===== src/design/eowm_pkg.sv =====
// Shared types and constants for the eight-opcode word machine core.
// Holds instruction field positions, opcode codes and the controller/datapath
// command and status bundles. No dependencies.
`default_nettype none

package eowm_pkg;

  // item kinds on the input channel
  localparam logic ITEM_WRITE = 1'b0;
  localparam logic ITEM_STEP  = 1'b1;

  // instruction opcodes, bits 24..22
  localparam logic [2:0] OPC_ADD  = 3'd0;
  localparam logic [2:0] OPC_NOR  = 3'd1;
  localparam logic [2:0] OPC_LW   = 3'd2;
  localparam logic [2:0] OPC_SW   = 3'd3;
  localparam logic [2:0] OPC_BEQ  = 3'd4;
  localparam logic [2:0] OPC_JALR = 3'd5;
  localparam logic [2:0] OPC_HALT = 3'd6;
  localparam logic [2:0] OPC_NOOP = 3'd7;

  // instruction field positions
  localparam int OPC_LSB = 22;
  localparam int RA_LSB  = 19;
  localparam int RB_LSB  = 16;

  // operand select for the address wrap unit
  localparam logic [1:0] RED_ITEM   = 2'd0;  // address of a write item
  localparam logic [1:0] RED_DATA   = 2'd1;  // A + offset for lw / sw
  localparam logic [1:0] RED_BRANCH = 2'd2;  // pc + 1 + offset
  localparam logic [1:0] RED_JALR   = 2'd3;  // jump target: A, or pc + 1 when A and B are the same register

  typedef struct packed {
    logic       capture;       // latch write data, clear per-beat effects
    logic       fetch;         // read instruction word at pc
    logic       decode;        // latch instruction, read register pair
    logic       count;         // bump the saturating step counter
    logic       set_halt;
    logic       pc_next;       // pc <= pc + 1 (wrapped)
    logic       pc_red;        // pc <= wrapped address
    logic       rf_we_alu;     // dest <= add / nor result
    logic       rf_we_link;    // B <= pc + 1 (wrapped)
    logic       rf_we_load;    // B <= memory read data
    logic       red_start;
    logic [1:0] red_sel;
    logic       mem_wr_item;
    logic       mem_wr_store;
    logic       mem_rd_data;
    logic       out_load;
  } cmd_t;

  typedef struct packed {
    logic [2:0] opcode;
    logic       a_eq_b;
    logic       halted;
    logic       red_done;
  } sts_t;

endpackage

`default_nettype wire


===== src/design/eowm_ctrl.sv =====
// Controller of the word machine: sequences fetch, decode, execute, address
// wrap and memory access, and owns both handshakes. Uses eowm_pkg.
`default_nettype none

module eowm_ctrl (
  input  wire logic           clk,
  input  wire logic           rst_n,
  input  wire logic           in_valid,
  output logic                in_ready,
  input  wire logic           in_op,
  output logic                out_valid,
  input  wire logic           out_ready,
  output eowm_pkg::cmd_t      cmd,
  input  wire eowm_pkg::sts_t sts
);
  import eowm_pkg::*;

  localparam logic [2:0] S_IDLE   = 3'd0;
  localparam logic [2:0] S_DECODE = 3'd1;
  localparam logic [2:0] S_EXEC   = 3'd2;
  localparam logic [2:0] S_WRAP   = 3'd3;
  localparam logic [2:0] S_LOAD   = 3'd4;
  localparam logic [2:0] S_DONE   = 3'd5;

  logic [2:0] state_r, state_nxt;
  logic       step_r, step_nxt;
  logic       out_valid_r, out_valid_nxt;

  assign in_ready  = (state_r == S_IDLE);
  assign out_valid = out_valid_r;

  always_comb begin
    cmd           = '0;
    state_nxt     = state_r;
    step_nxt      = step_r;
    out_valid_nxt = out_valid_r & ~out_ready;

    case (state_r)
      S_IDLE: begin
        if (in_valid) begin
          cmd.capture = 1'b1;
          step_nxt    = in_op;
          if (in_op == ITEM_WRITE) begin
            cmd.red_start = 1'b1;
            cmd.red_sel   = RED_ITEM;
            state_nxt     = S_WRAP;
          end else if (sts.halted) begin
            state_nxt = S_DONE;
          end else begin
            cmd.fetch = 1'b1;
            state_nxt = S_DECODE;
          end
        end
      end
      S_DECODE: begin
        cmd.decode = 1'b1;
        state_nxt  = S_EXEC;
      end
      S_EXEC: begin
        cmd.count = 1'b1;
        case (sts.opcode)
          OPC_ADD, OPC_NOR: begin
            cmd.rf_we_alu = 1'b1;
            cmd.pc_next   = 1'b1;
            state_nxt     = S_DONE;
          end
          OPC_LW, OPC_SW: begin
            cmd.pc_next   = 1'b1;
            cmd.red_start = 1'b1;
            cmd.red_sel   = RED_DATA;
            state_nxt     = S_WRAP;
          end
          OPC_BEQ: begin
            if (sts.a_eq_b) begin
              cmd.red_start = 1'b1;
              cmd.red_sel   = RED_BRANCH;
              state_nxt     = S_WRAP;
            end else begin
              cmd.pc_next = 1'b1;
              state_nxt   = S_DONE;
            end
          end
          OPC_JALR: begin
            cmd.rf_we_link = 1'b1;
            cmd.red_start  = 1'b1;
            cmd.red_sel    = RED_JALR;
            state_nxt      = S_WRAP;
          end
          OPC_HALT: begin
            cmd.set_halt = 1'b1;
            cmd.pc_next  = 1'b1;
            state_nxt    = S_DONE;
          end
          default: begin
            cmd.pc_next = 1'b1;
            state_nxt   = S_DONE;
          end
        endcase
      end
      S_WRAP: begin
        if (sts.red_done) begin
          state_nxt = S_DONE;
          if (step_r == ITEM_WRITE) begin
            cmd.mem_wr_item = 1'b1;
          end else begin
            case (sts.opcode)
              OPC_LW: begin
                cmd.mem_rd_data = 1'b1;
                state_nxt       = S_LOAD;
              end
              OPC_SW: begin
                cmd.mem_wr_store = 1'b1;
              end
              default: begin
                cmd.pc_red = 1'b1;
              end
            endcase
          end
        end
      end
      S_LOAD: begin
        cmd.rf_we_load = 1'b1;
        state_nxt      = S_DONE;
      end
      S_DONE: begin
        if (!out_valid_r || out_ready) begin
          cmd.out_load  = 1'b1;
          out_valid_nxt = 1'b1;
          state_nxt     = S_IDLE;
        end
      end
      default: begin
        state_nxt = S_IDLE;
      end
    endcase
  end

  always_ff @(posedge clk) begin
    if (!rst_n) begin
      state_r     <= S_IDLE;
      step_r      <= ITEM_WRITE;
      out_valid_r <= 1'b0;
    end else begin
      state_r     <= state_nxt;
      step_r      <= step_nxt;
      out_valid_r <= out_valid_nxt;
    end
  end

  a_load_fills_out: assert property (@(posedge clk) disable iff (!rst_n)
    cmd.out_load |=> out_valid_r)
    else $error("result loaded but not presented");

  a_no_restart_in_wrap: assert property (@(posedge clk) disable iff (!rst_n)
    (state_r == S_WRAP) |-> !cmd.red_start)
    else $error("wrap unit restarted while busy");

  a_no_overwrite: assert property (@(posedge clk) disable iff (!rst_n)
    cmd.out_load |-> (!out_valid_r || out_ready))
    else $error("pending result overwritten");

  a_halted_step_idle: assert property (@(posedge clk) disable iff (!rst_n)
    (in_valid && in_ready && in_op == ITEM_STEP && sts.halted) |=> (state_r == S_DONE))
    else $error("step after halt did work");

endmodule

`default_nettype wire


===== config.mk =====
export PLATFORM = sky130hd
export DESIGN_NAME = eowm_ctrl
export DESIGN_NICKNAME = d
export VERILOG_FILES = /design/src/design/eowm_pkg.sv /design/src/design/eowm_ctrl.sv
export SDC_FILE = /design/constraint.sdc
export NUM_CORES = 1
export LEC_CHECK = 0
export BUFFER_PORTS_ARGS = -buffer_cell sky130_fd_sc_hd__clkbuf_2
export CELL_PAD_IN_SITES_DETAIL_PLACEMENT = 1
export CELL_PAD_IN_SITES_GLOBAL_PLACEMENT = 2
export CORE_MARGIN = 2
export CORE_UTILIZATION = 20
export DETAILED_ROUTE_END_ITERATION = 6
export GPL_TIMING_DRIVEN = 0
export PLACE_DENSITY = 0.88
export SLEW_MARGIN = 20
export SYNTH_ARGS = -nofsm -noshare
export SYNTH_HDL_FRONTEND = slang
export SYNTH_SLANG_ARGS = --single-unit
export TNS_END_PERCENT = 30

===== constraint.sdc =====
create_clock -name clk -period 2.9 [get_ports clk]
set_clock_uncertainty 0.2 [all_clocks]
set_input_delay 0.29 -clock clk [delete_from_list [all_inputs] [get_ports clk]]
set_output_delay 0.29 -clock clk [all_outputs]
set_load 0.005 [all_outputs]

Word level (Yosys, flattened, before mapping)
Cells that the tools add are included.
{ "word_totals": {"ff_bits": 5, "inputBits": 11, "output_inout_bits": 19, "word_cells": 70} }
{ "classes": {"eq_ne": 14, "muxes": 42, "bitwise": 2, "n_reduce_logical": 9} }
{ "ops": {"columns": ["cell", "count"], "rows": [
  ["$mux W3", 12],
  ["$mux W1", 21],
  ["$pmux W3 S6", 1],
  ["$eq A3 B3 Y1 const B", 5],
  ["$eq A3 B2 Y1 const B", 4],
  ["$pmux W3 S2", 2],
  ["$pmux W3 S3", 1],
  ["$mux W2", 4],
  ["$eq A3 B1 Y1 const B", 2],
  ["$logic_not A3 Y1", 2],
  ["$ne A2 B2 Y1 const B", 3],
  ["$reduce_or A2 Y1", 2],
  ["$reduce_and A3 Y1", 1],
  ["$reduce_or A3 Y1", 1],
  ["$pmux W1 S2", 1],
  ["$reduce_and A2 Y1", 1],
  ["$and A1 B1 Y1", 1],
  ["$logic_not A1 Y1", 1],
  ["$logic_or A1 B1 Y1", 1],
  ["$not A1 Y1", 1]
]} }

Depth between registers and ports, before layout
Gate-level depths: netlist (run 1).
{ "logic_depth": {"word_depth": 6, "ltp_mapped": 6, "depth_no_buf": 4} }

Least setup slack after synthesis (run 1)
Ideal clock, no wire load.
{ "synth_path": {"path_type": "reg-to-output", "from": "register state_r[2]", "to": "output cmd[5] in the netlist's numbering", "arrival_time_ps": 1160, "t_required_ps": 2410, "setup_slack_ps": 1250, "stages_incl_launch_ff": 5, "path_buffers": 2, "cell_sequence": "dfxtp_1 -> buf_6 -> or3b_1 -> clkbuf_1 -> nor3_1"} }
{ "synth_lines": {"columns": ["item", "line", "text"], "rows": [
  ["start, declared", "eowm_ctrl.sv:25", "logic [2:0] state_r, state_nxt;"],
  ["start signal, assigned", "eowm_ctrl.sv:144", "state_r <= state_nxt;"],
  ["end, declared", "eowm_ctrl.sv:13", "output eowm_pkg::cmd_t cmd,"]
]} }

==> results of run 1 <==
[metrics by stage]
step	util	hold WS (ps)	cells	area [µm²]
5_1_grt	0.307	148	132	678
2_1_floorplan	-	234	71	472
6_report	0.307	139	132	678
3_3_place_gp	0.295	305	128	652
4_1_cts	0.307	134	132	678
3_5_place_dp	0.295	309	128	652
[synth_stat cells (all sizes together)]
master / n
or3b: 1
inv: 7
nor2: 10
a21oi: 4
o311ai: 1
a21boi: 1
nand2: 6
nor3: 6
a22oi: 1
nand3: 2
nand2b: 5
nor2b: 2
a311oi: 1
o311a: 1
and3: 1
dfxtp: 5
nor4bb: 1
nand4b: 1
clkbuf: 1
or4: 1
o22ai: 1
o31a: 1
o2bb2ai: 1
o21ai: 5
or2: 1
buf: 3
nor3b: 1
[state kept, by name, summed over array words and instances, names as in the netlist]
name,flops
state_r,3
out_valid,1
step_r,1
[where the power goes]
part | internal (W) | switching [W] | leakage (nW) | total [W]
clock | 0.0000519 | 0.0000270 | 0.0150 | 0.0000789
sequential | 0.0000863 | 0.0000117 | 0.0411 | 0.0000979
combinational | 0.000113 | 0.000142 | 0.271 | 0.000255
[cell type report]
class	instances	area share
inverter	7	0.0387
sequential	5	0.148
multi-input combinational	55	0.472
clock buffer	4	0.0387
buffer	4	0.0369
timing repair buffer	29	0.214
tap	28	0.0517
[tightest hold or removal path, delay by kind of cell]
family,cells,cell delay [ps]
AOI/OAI and AO/OA,1,50
and+or+nand+nor,1,80
buffers and inverters,1,110
[how the worst min path moves through the flow]
stage | to | slack [ps] | cells past startpoint
2_1_floorplan | state_r[2]$_SDFFE_PN0P_ | 230 | 2
3_3_place_gp | step_r$_SDFFE_PN0P_ | 300 | 2
3_5_place_dp | step_r$_SDFFE_PN0P_ | 310 | 2
4_1_cts | step_r$_SDFFE_PN0P_ | 130 | 3
5_1_grt | step_r$_SDFFE_PN0P_ | 150 | 2
6_report | step_r$_SDFFE_PN0P_ | 140 | 3
[cell families after synthesis]
group | count (synthesis) | share of synthesized area
buffers and inverters | 11 | 0.109
DFF | 5 | 0.212
AOI/OAI and AO/OA | 17 | 0.247
and+or+nand+nor | 38 | 0.432
[per-layer routing]
metal	vias up	part of all wire
met5	-	0
met4	0	0.0035
met3	2	0.051
met2	16	0.48
met1	267	0.46
li1	320	-
==> impl_metrics.env, run 1 <==
export IMPL_finalNetCount=116
export IMPL_grt_overflow=0
export IMPL_timing_setup_tns_ps=0
export IMPL_num_vias=605
export IMPL_period_share=0.712
export IMPL_cpPeakStageDelay_ps=360
export IMPL_cts_hold_buf=0
export IMPL_avgSynthCellArea_um2=6.64
export IMPL_cts_resized=0
export IMPL_antenna_found_initial=0
export IMPL_clock_latency_ps=240
export IMPL_crit_type="flip-flop to output pin"
export IMPL_drv_cap=0
export IMPL_synth_distinct_cells=31
export IMPL_dpl_hpwl_um=1200
export IMPL_rsz0062_at_grt="no"
export IMPL_clk_pin_slew_ps=40
export IMPL_grt_busiest_layer="met2"
export IMPL_numPortBuffers=29
export IMPL_diodes=0
export IMPL_cts_root_buf="clkbuf_4"
export IMPL_dr_pass1_iters=4
export IMPL_crit_arrival_ps=1580
export IMPL_fillers=302
export IMPL_fp_coreArea_um2=2210
export IMPL_syn_nets=82
export IMPL_tightest_slew_ps=320
export IMPL_post_cts_setup_buffer_count=0
export IMPL_slew_headroom=0.787
export IMPL_finalSetupViolations=0
export IMPL_rrSetupSlack_ps=1260
export IMPL_critPathTopFamily="simple AND/OR/NAND/NOR gates"
export IMPL_place_ws_ps=1080
export IMPL_die_area_um2=2760
export IMPL_timing_rr_start="state_r[2]$_SDFFE_PN0P_"
export IMPL_leakage_nw=0.327
export IMPL_worstPathCellList="buf_6, or3b_1, clkbuf_1, nor3_1, clkbuf_2"
export IMPL_grt_usage=0.118
export IMPL_setup_slack_ps=834
export IMPL_synth_warnings=0
export IMPL_fin_crit_ps=2070
export IMPL_multi_input_area_um2=320
export IMPL_met1_usage=0.155
export IMPL_mappedNetlistArea_um2=472
export IMPL_drtAntennaViolNets=0
export IMPL_initial_utilization=0.213
export IMPL_cts_sinks=5
export IMPL_yosysTopAreaCell="dfxtp_1"
export IMPL_die_h_um=52.6
export IMPL_drive_gt1_frac=0.385
export IMPL_via_per_inst=4.58
export IMPL_layout_commonest_cell="clkbuf_2"
export IMPL_finalHoldViolations=0
export IMPL_row_count=17
export IMPL_power_w=0.000432
export IMPL_endpoint_kind="output pin"
export IMPL_syn2layout_area_growth_pct=43.8
export IMPL_synthCells=71
export IMPL_synth_area_leaders="dfxtp_1 21%, nor2_1 8.0%, nand2b_1 6.6%, nor3_1 5.3%, nand2_1 4.8%"
export IMPL_clk_path_buf_depth=2
export IMPL_grt_max_degree=11
export IMPL_met3_usage=0.0114
export IMPL_worstReg2RegEnd="state_r[0]$_SDFFE_PN0P_"
export IMPL_crit_start="state_r[2]$_SDFFE_PN0P_"
export IMPL_path_buf_inv=3
export IMPL_cp_endpoint="cmd[5]"
export IMPL_grt_pass1_wl_um=2460
export IMPL_gp_congestion=0.848
export IMPL_ys_seq_elements=5
export IMPL_cts_tree="built"
export IMPL_htree_levels=1
export IMPL_wl_per_cell_um=10.7
export IMPL_routed_wl_um=1420
export IMPL_drt_iter0_markers=4
export IMPL_grtUsageMet2=0.194
export IMPL_numCtsBuffers=3
export IMPL_vdd_drop_max_mv=0.286
export IMPL_status="finished clean"
export IMPL_final_max_slew_violation_count=0
export IMPL_grt_pass1_vias=586
export IMPL_crit_fanout=10
export IMPL_pwr_density_cell_nw_per_um2=638
export IMPL_slowest_stage="or3b_1"
export IMPL_hp_start="in_valid"
export IMPL_fmaxAchievable_mhz=484
export IMPL_r2r_cells=5
export IMPL_dieWidth_um=52.6
export IMPL_cp_depth=5
export IMPL_synth_top_cell_area_share=0.212
export IMPL_ioPinCount=30
export IMPL_required_ps=2410
export IMPL_drc=0
export IMPL_crit_path_start_kind="flip-flop"
export IMPL_seqCellArea_um2=100
export IMPL_layout_common_cells="29 x clkbuf_2, 10 x nor2_1, 6 x nand2_1"
export IMPL_hold_class="input pin to flip-flop"
export IMPL_ys_seq_area_frac=0.212
Note: power is estimated with default switching activity, not from simulation.
==> run 2: changes to the inputs <==
--- a/config.mk
+++ b/config.mk
@@ -9,10 +9,10 @@
 export CELL_PAD_IN_SITES_DETAIL_PLACEMENT = 1
 export CELL_PAD_IN_SITES_GLOBAL_PLACEMENT = 2
 export CORE_MARGIN = 2
-export CORE_UTILIZATION = 20
+export CORE_UTILIZATION = 17
 export DETAILED_ROUTE_END_ITERATION = 6
 export GPL_TIMING_DRIVEN = 0
-export PLACE_DENSITY = 0.88
+export PLACE_DENSITY = 0.81
 export SLEW_MARGIN = 20
 export SYNTH_ARGS = -nofsm -noshare
 export SYNTH_HDL_FRONTEND = slang
==> constraint.sdc (replaced) <==
create_clock -name clk -period 1.8 [get_ports clk]
set_clock_uncertainty 0.2 [all_clocks]
set_input_delay 0.18 -clock clk [delete_from_list [all_inputs] [get_ports clk]]
set_output_delay 0.18 -clock clk [all_outputs]
set_load 0.005 [all_outputs]
==> run 2 against run 1 <==
Net effect:
- hold slack got worse by 120 ps
- register-to-register slack got worse by 1200 ps
- utilization fell by 2.9 points
- sequential power rose by 77%
- clock power rose by 79%
- non-clock buffer count rose by 2
- largest power group unchanged
- highest routed layer unchanged
==> impl_metrics.env, run 2 (synthesis gave the netlist of run 1 again) <==
export IMPL_place_ws_ps=4.43
export IMPL_drv_cap=0
export IMPL_cts_hold_buf=0
export IMPL_fin_crit_ps=1760
export IMPL_p_seq_frac=0.217
export IMPL_status="finished clean"
export IMPL_pwr_share_clk=0.177
export IMPL_routed_wl_um=1650
export IMPL_pwr_density_cell_nw_per_um2=1070
export IMPL_num_vias=625
export IMPL_ioPinCount=30
export IMPL_grt_pass1_wl_um=2660
export IMPL_r2r_cells=5
export IMPL_grt_usage=0.106
export IMPL_critPathTopFamily="simple AND/OR/NAND/NOR gates"
export IMPL_row_count=19
export IMPL_switching_power_w=0.000336
export IMPL_numCtsBuffers=3
export IMPL_drtAntennaViolNets=0
export IMPL_fillers=352
export IMPL_dieWidth_um=56.7
export IMPL_endpoint_kind="output pin"
export IMPL_drt_iter0_markers=19
export IMPL_layout_common_cells="28 x clkbuf_2, 9 x nor2_1, 5 x buf_4, 5 x inv_1"
export IMPL_clk_path_buf_depth=2
export IMPL_cts_sinks=5
export IMPL_cts_tree="built"
export IMPL_worstReg2RegEnd="state_r[0]$_SDFFE_PN0P_"
export IMPL_timing_rr_start="state_r[2]$_SDFFE_PN0P_"
export IMPL_timing_hold_ws_ps=16.4
export IMPL_rrSetupSlack_ps=100
export IMPL_cp_depth=5
export IMPL_period_share=0.979
export IMPL_required_ps=1420
export IMPL_initial_utilization=0.176
export IMPL_stdcell_area_um2=744
export IMPL_gp_congestion=0.791
export IMPL_grt_max_degree=11
export IMPL_diodes=0
export IMPL_htree_levels=1
export IMPL_tightest_slew_ps=292
export IMPL_wl_per_cell_um=12.1
export IMPL_syn2layout_area_growth_pct=57.8
export IMPL_cpPeakStageDelay_ps=450
export IMPL_die_h_um=56.7
export IMPL_crit_path_start_kind="flip-flop"
export IMPL_finalHoldViolations=0
export IMPL_fmaxAchievable_mhz=567
export IMPL_slowest_stage="or3b_4"
export IMPL_slew_headroom=0.803
export IMPL_path_buf_inv=2
export IMPL_drc=0
export IMPL_leakage_nw=0.351
export IMPL_clock_latency_ps=250
export IMPL_clk_pin_slew_ps=50
export IMPL_drive_gt1_frac=0.500
export IMPL_crit_fanout=7
export IMPL_cp_endpoint="cmd[6]"
export IMPL_crit_arrival_ps=1380
export IMPL_antenna_found_initial=0
export IMPL_top_register="state_r"
export IMPL_fp_coreArea_um2=2690
export IMPL_grt_overflow=0
export IMPL_crit_start="state_r[2]$_SDFFE_PN0P_"
export IMPL_finalSetupViolations=0
export IMPL_place_area_um2=656
export IMPL_largest_reg_flops=3
export IMPL_rsz0062_at_grt="yes"
export IMPL_layout_commonest_cell="clkbuf_2"
export IMPL_die_area_um2=3210
export IMPL_setup_slack_ps=37.2
export IMPL_dr_pass1_iters=4
export IMPL_comb_power_share=0.606
export IMPL_vdd_drop_max_mv=0.313
export IMPL_grt_pass1_vias=628
export IMPL_cts_root_buf="clkbuf_4"
export IMPL_worstPathCellList="or3b_4, inv_2, nand2_1, o21ai_1, buf_2"
export IMPL_finalNetCount=118
export IMPL_via_per_inst=4.56
export IMPL_final_max_slew_violation_count=0
export IMPL_hold_class="input pin to flip-flop"
export IMPL_numPortBuffers=29
export IMPL_crit_type="flip-flop to output pin"
export IMPL_timing_setup_tns_ps=0
export IMPL_internal_power_w=0.000462
export IMPL_dpl_hpwl_um=1310
export IMPL_fin_util=0.277
export IMPL_p_sw_frac=0.421
-- run 2: per-stage QoR --
stage | total power (W) | std cells
2_1_floorplan | 0.000435 | 71
3_3_place_gp | 0.000576 | 131
3_5_place_dp | 0.000581 | 131
4_1_cts | 0.000795 | 137
5_1_grt | 0.000870 | 137
6_report | 0.000798 | 137
-- run 2: routing by layer --
layer / routed length, µm / part of all wire / GRT usage / up-vias
li1: - / - / - / 319
met1: 680 / 0.41 / 0.115 / 282
met2: 825 / 0.50 / 0.183 / 22
met3: 132 / 0.080 / 0.0369 / 2
met4: 13 / 0.0079 / 0.0510 / 0
met5: 0 / 0 / 0 / -
-- run 2: power groups by stage --
stage | Combinational (W) | Clock, W | Sequential, W
global route | 0.000536 | 0.000156 | 0.000178
global placement | 0.000419 | 0 | 0.000158
finish | 0.000484 | 0.000141 | 0.000173
floorplan | 0.000281 | 0 | 0.000155
CTS | 0.000488 | 0.000146 | 0.000161
detailed placement | 0.000421 | 0 | 0.000160
-- run 2: what timing repair did --
| item | in CTS | in global routing |
|---|---|---|
| setup endpoints to repair | 11 | 12 |
| pin swaps | 2 | 1 |
| setup buffers | 3 | 1 |
| resized for setup | 7 | 9 |
-- run 2: area by class of cell --
class	count	area, µm²	share of cell area
plain buffers	2	18.8	0.0252
clock buffers	4	26.3	0.0353
inverters	7	26.3	0.0353
multi-input cells	55	354	0.476
flip-flops and latches	5	105	0.141
well taps	31	38.8	0.0521
repair buffers	33	175	0.235
-- run 2: worst min-delay path by stage --
stage	end	cells after the start	from	slack (ps)
5_1_grt	state_r[2]$_SDFFE_PN0P_	3	rst_n	30
6_report	step_r$_SDFFE_PN0P_	3	in_op	20
4_1_cts	step_r$_SDFFE_PN0P_	3	in_op	20
2_1_floorplan	state_r[2]$_SDFFE_PN0P_	2	rst_n	120
3_3_place_gp	step_r$_SDFFE_PN0P_	3	in_op	280
3_5_place_dp	step_r$_SDFFE_PN0P_	3	in_op	290
-- run 2: tightest hold or removal path, stage by stage --
cell	delay [ps]
clkbuf_2	120
nand3_1	70
a21boi_1	50
==> run 3: changes to the inputs <==
--- a/config.mk
+++ b/config.mk
@@ -12,7 +12,7 @@
 export CORE_UTILIZATION = 17
 export DETAILED_ROUTE_END_ITERATION = 6
 export GPL_TIMING_DRIVEN = 0
-export PLACE_DENSITY = 0.81
+export PLACE_DENSITY_LB_ADDON = 0.1
 export SLEW_MARGIN = 20
 export SYNTH_ARGS = -nofsm -noshare
 export SYNTH_HDL_FRONTEND = slang
==> run 3 against run 2 <==
Net effect:
- fmax fell by 0.99%
- largest power group unchanged
- clock-buffer cell count did not move
- utilization rose by 1.4 points
- first-iteration DRC count fell by 74%
==> impl_metrics.env, run 3 (synthesis gave the netlist of run 1 again) <==
export IMPL_fin_crit_ps=1780
export IMPL_fillers=346
export IMPL_crit_type="flip-flop to output pin"
export IMPL_crit_fanout=7
export IMPL_stdcell_area_um2=783
export IMPL_grt_pass1_wl_um=2990
export IMPL_final_max_slew_violation_count=0
export IMPL_clock_latency_ps=250
export IMPL_via_per_inst=4.67
export IMPL_grtUsageMet2=0.199
export IMPL_diodes=0
export IMPL_grt_overflow=0
export IMPL_clk_path_buf_depth=2
export IMPL_initial_utilization=0.176
export IMPL_largest_reg_flops=3
export IMPL_antenna_found_initial=0
export IMPL_crit_arrival_ps=1400
export IMPL_fp_coreArea_um2=2690
export IMPL_gp_congestion=0.755
export IMPL_place_area_um2=656
export IMPL_drive_gt1_frac=0.519
export IMPL_vdd_drop_max_mv=0.539
export IMPL_path_buf_inv=2
export IMPL_met3_usage=0.0461
export IMPL_hold_class="input pin to flip-flop"
export IMPL_drc=0
export IMPL_cts_hold_buf=0
export IMPL_pwr_density_cell_nw_per_um2=1080
export IMPL_numCtsBuffers=3
export IMPL_period_share=0.989
export IMPL_top_register="state_r"
export IMPL_wl_per_cell_um=12.7
export IMPL_leakage_nw=0.368
export IMPL_worstPathCellList="or3b_4, inv_2, nand2_2, o21ai_1, buf_2"
export IMPL_cpPeakStageDelay_ps=470
export IMPL_cts_tree="built"
export IMPL_tightest_slew_ps=329
export IMPL_finalSetupViolations=0
export IMPL_timing_rr_start="state_r[2]$_SDFFE_PN0P_"
export IMPL_routed_wl_um=1740
export IMPL_crit_path_start_kind="flip-flop"
export IMPL_clk_pin_slew_ps=50
export IMPL_drtAntennaViolNets=0
export IMPL_status="finished clean"
export IMPL_crit_start="state_r[2]$_SDFFE_PN0P_"
export IMPL_required_ps=1420
export IMPL_fmaxAchievable_mhz=562
export IMPL_drt_iter0_markers=5
export IMPL_dieWidth_um=56.7
export IMPL_dr_pass1_iters=4
export IMPL_htree_levels=1
export IMPL_grt_busiest_layer="met2"
export IMPL_layout_common_cells="26 x clkbuf_2, 9 x nor2_1, 5 x inv_1"
export IMPL_cts_root_buf="clkbuf_4"
export IMPL_timing_hold_ws_ps=17.5
export IMPL_drv_cap=0
export IMPL_syn2layout_area_growth_pct=66.0
export IMPL_layout_commonest_cell="clkbuf_2"
export IMPL_slew_headroom=0.778
export IMPL_die_area_um2=3210
export IMPL_finalNetCount=118
export IMPL_critPathTopFamily="simple AND/OR/NAND/NOR gates"
export IMPL_rrSetupSlack_ps=160
export IMPL_cp_depth=5
export IMPL_r2r_cells=4
export IMPL_grt_usage=0.120
export IMPL_ioPinCount=30
export IMPL_row_count=19
export IMPL_die_h_um=56.7
export IMPL_finalHoldViolations=0
export IMPL_slowest_stage="or3b_4"
export IMPL_numPortBuffers=29
export IMPL_timing_setup_tns_ps=0
export IMPL_num_vias=640
export IMPL_cts_sinks=5
export IMPL_endpoint_kind="output pin"
export IMPL_fin_util=0.292
export IMPL_dpl_hpwl_um=1300
export IMPL_rsz0062_at_grt="yes"
export IMPL_grt_pass1_vias=632
export IMPL_met1_usage=0.149
export IMPL_grt_max_degree=11
export IMPL_worstReg2RegEnd="state_r[0]$_SDFFE_PN0P_"
export IMPL_cp_endpoint="cmd[6]"
## run 3: stage by stage
step	std cells	setup WS, ps	total power [W]
after floorplan	71	252	0.000435
after global placement	131	34.3	0.000587
after detailed placement	131	51.2	0.000584
after CTS	137	-36.0	0.000780
after global routing	137	-61.2	0.000931
final	137	19.7	0.000849
## run 3: worst min-delay path by stage
stage,start,end,slack [ps],cells past startpoint
floorplan,rst_n,state_r[2]$_SDFFE_PN0P_,120,2
global placement,in_op,step_r$_SDFFE_PN0P_,290,3
detailed placement,out_ready,state_r[2]$_SDFFE_PN0P_,290,4
CTS,in_op,step_r$_SDFFE_PN0P_,20,3
global route,rst_n,step_r$_SDFFE_PN0P_,40,2
finish,out_ready,state_r[2]$_SDFFE_PN0P_,20,4
## run 3: layout make-up
type	instances	area [µm²]	area share
Clock buffer	4	26.3	0.0335
Tap cell	31	38.8	0.0495
Timing Repair Buffer	33	175	0.224
Inverter	7	26.3	0.0335
Buffer	2	30.0	0.0383
Multi-Input combinational cell	55	378	0.482
Sequential cell	5	109	0.139
## run 3: tightest hold or removal path: cells and delay by family
family	cells	cell delay (ps)
buffers and inverters	1	80
AND/OR/NAND/NOR	2	100
AO/OA/AOI/OAI	1	60
## run 3: timing repair
action	4_1_cts	5_1_grt
setup buffers	3	1
endpoints found under the setup margin	11	11
pin swaps	2	4
resized for setup	6	22
## run 3: layer usage
metal / up-vias / share of wire
li1: 316 / -
met1: 301 / 0.40
met2: 19 / 0.51
met3: 4 / 0.067
met4: 0 / 0.019
met5: - / 0
## run 3: where the power goes
group          switching [W]  leakage, nW  internal, W
logic               0.000271        0.310     0.000258
clock network      0.0000518       0.0150    0.0000842
registers          0.0000352       0.0427     0.000149
total               0.000358        0.368     0.000491
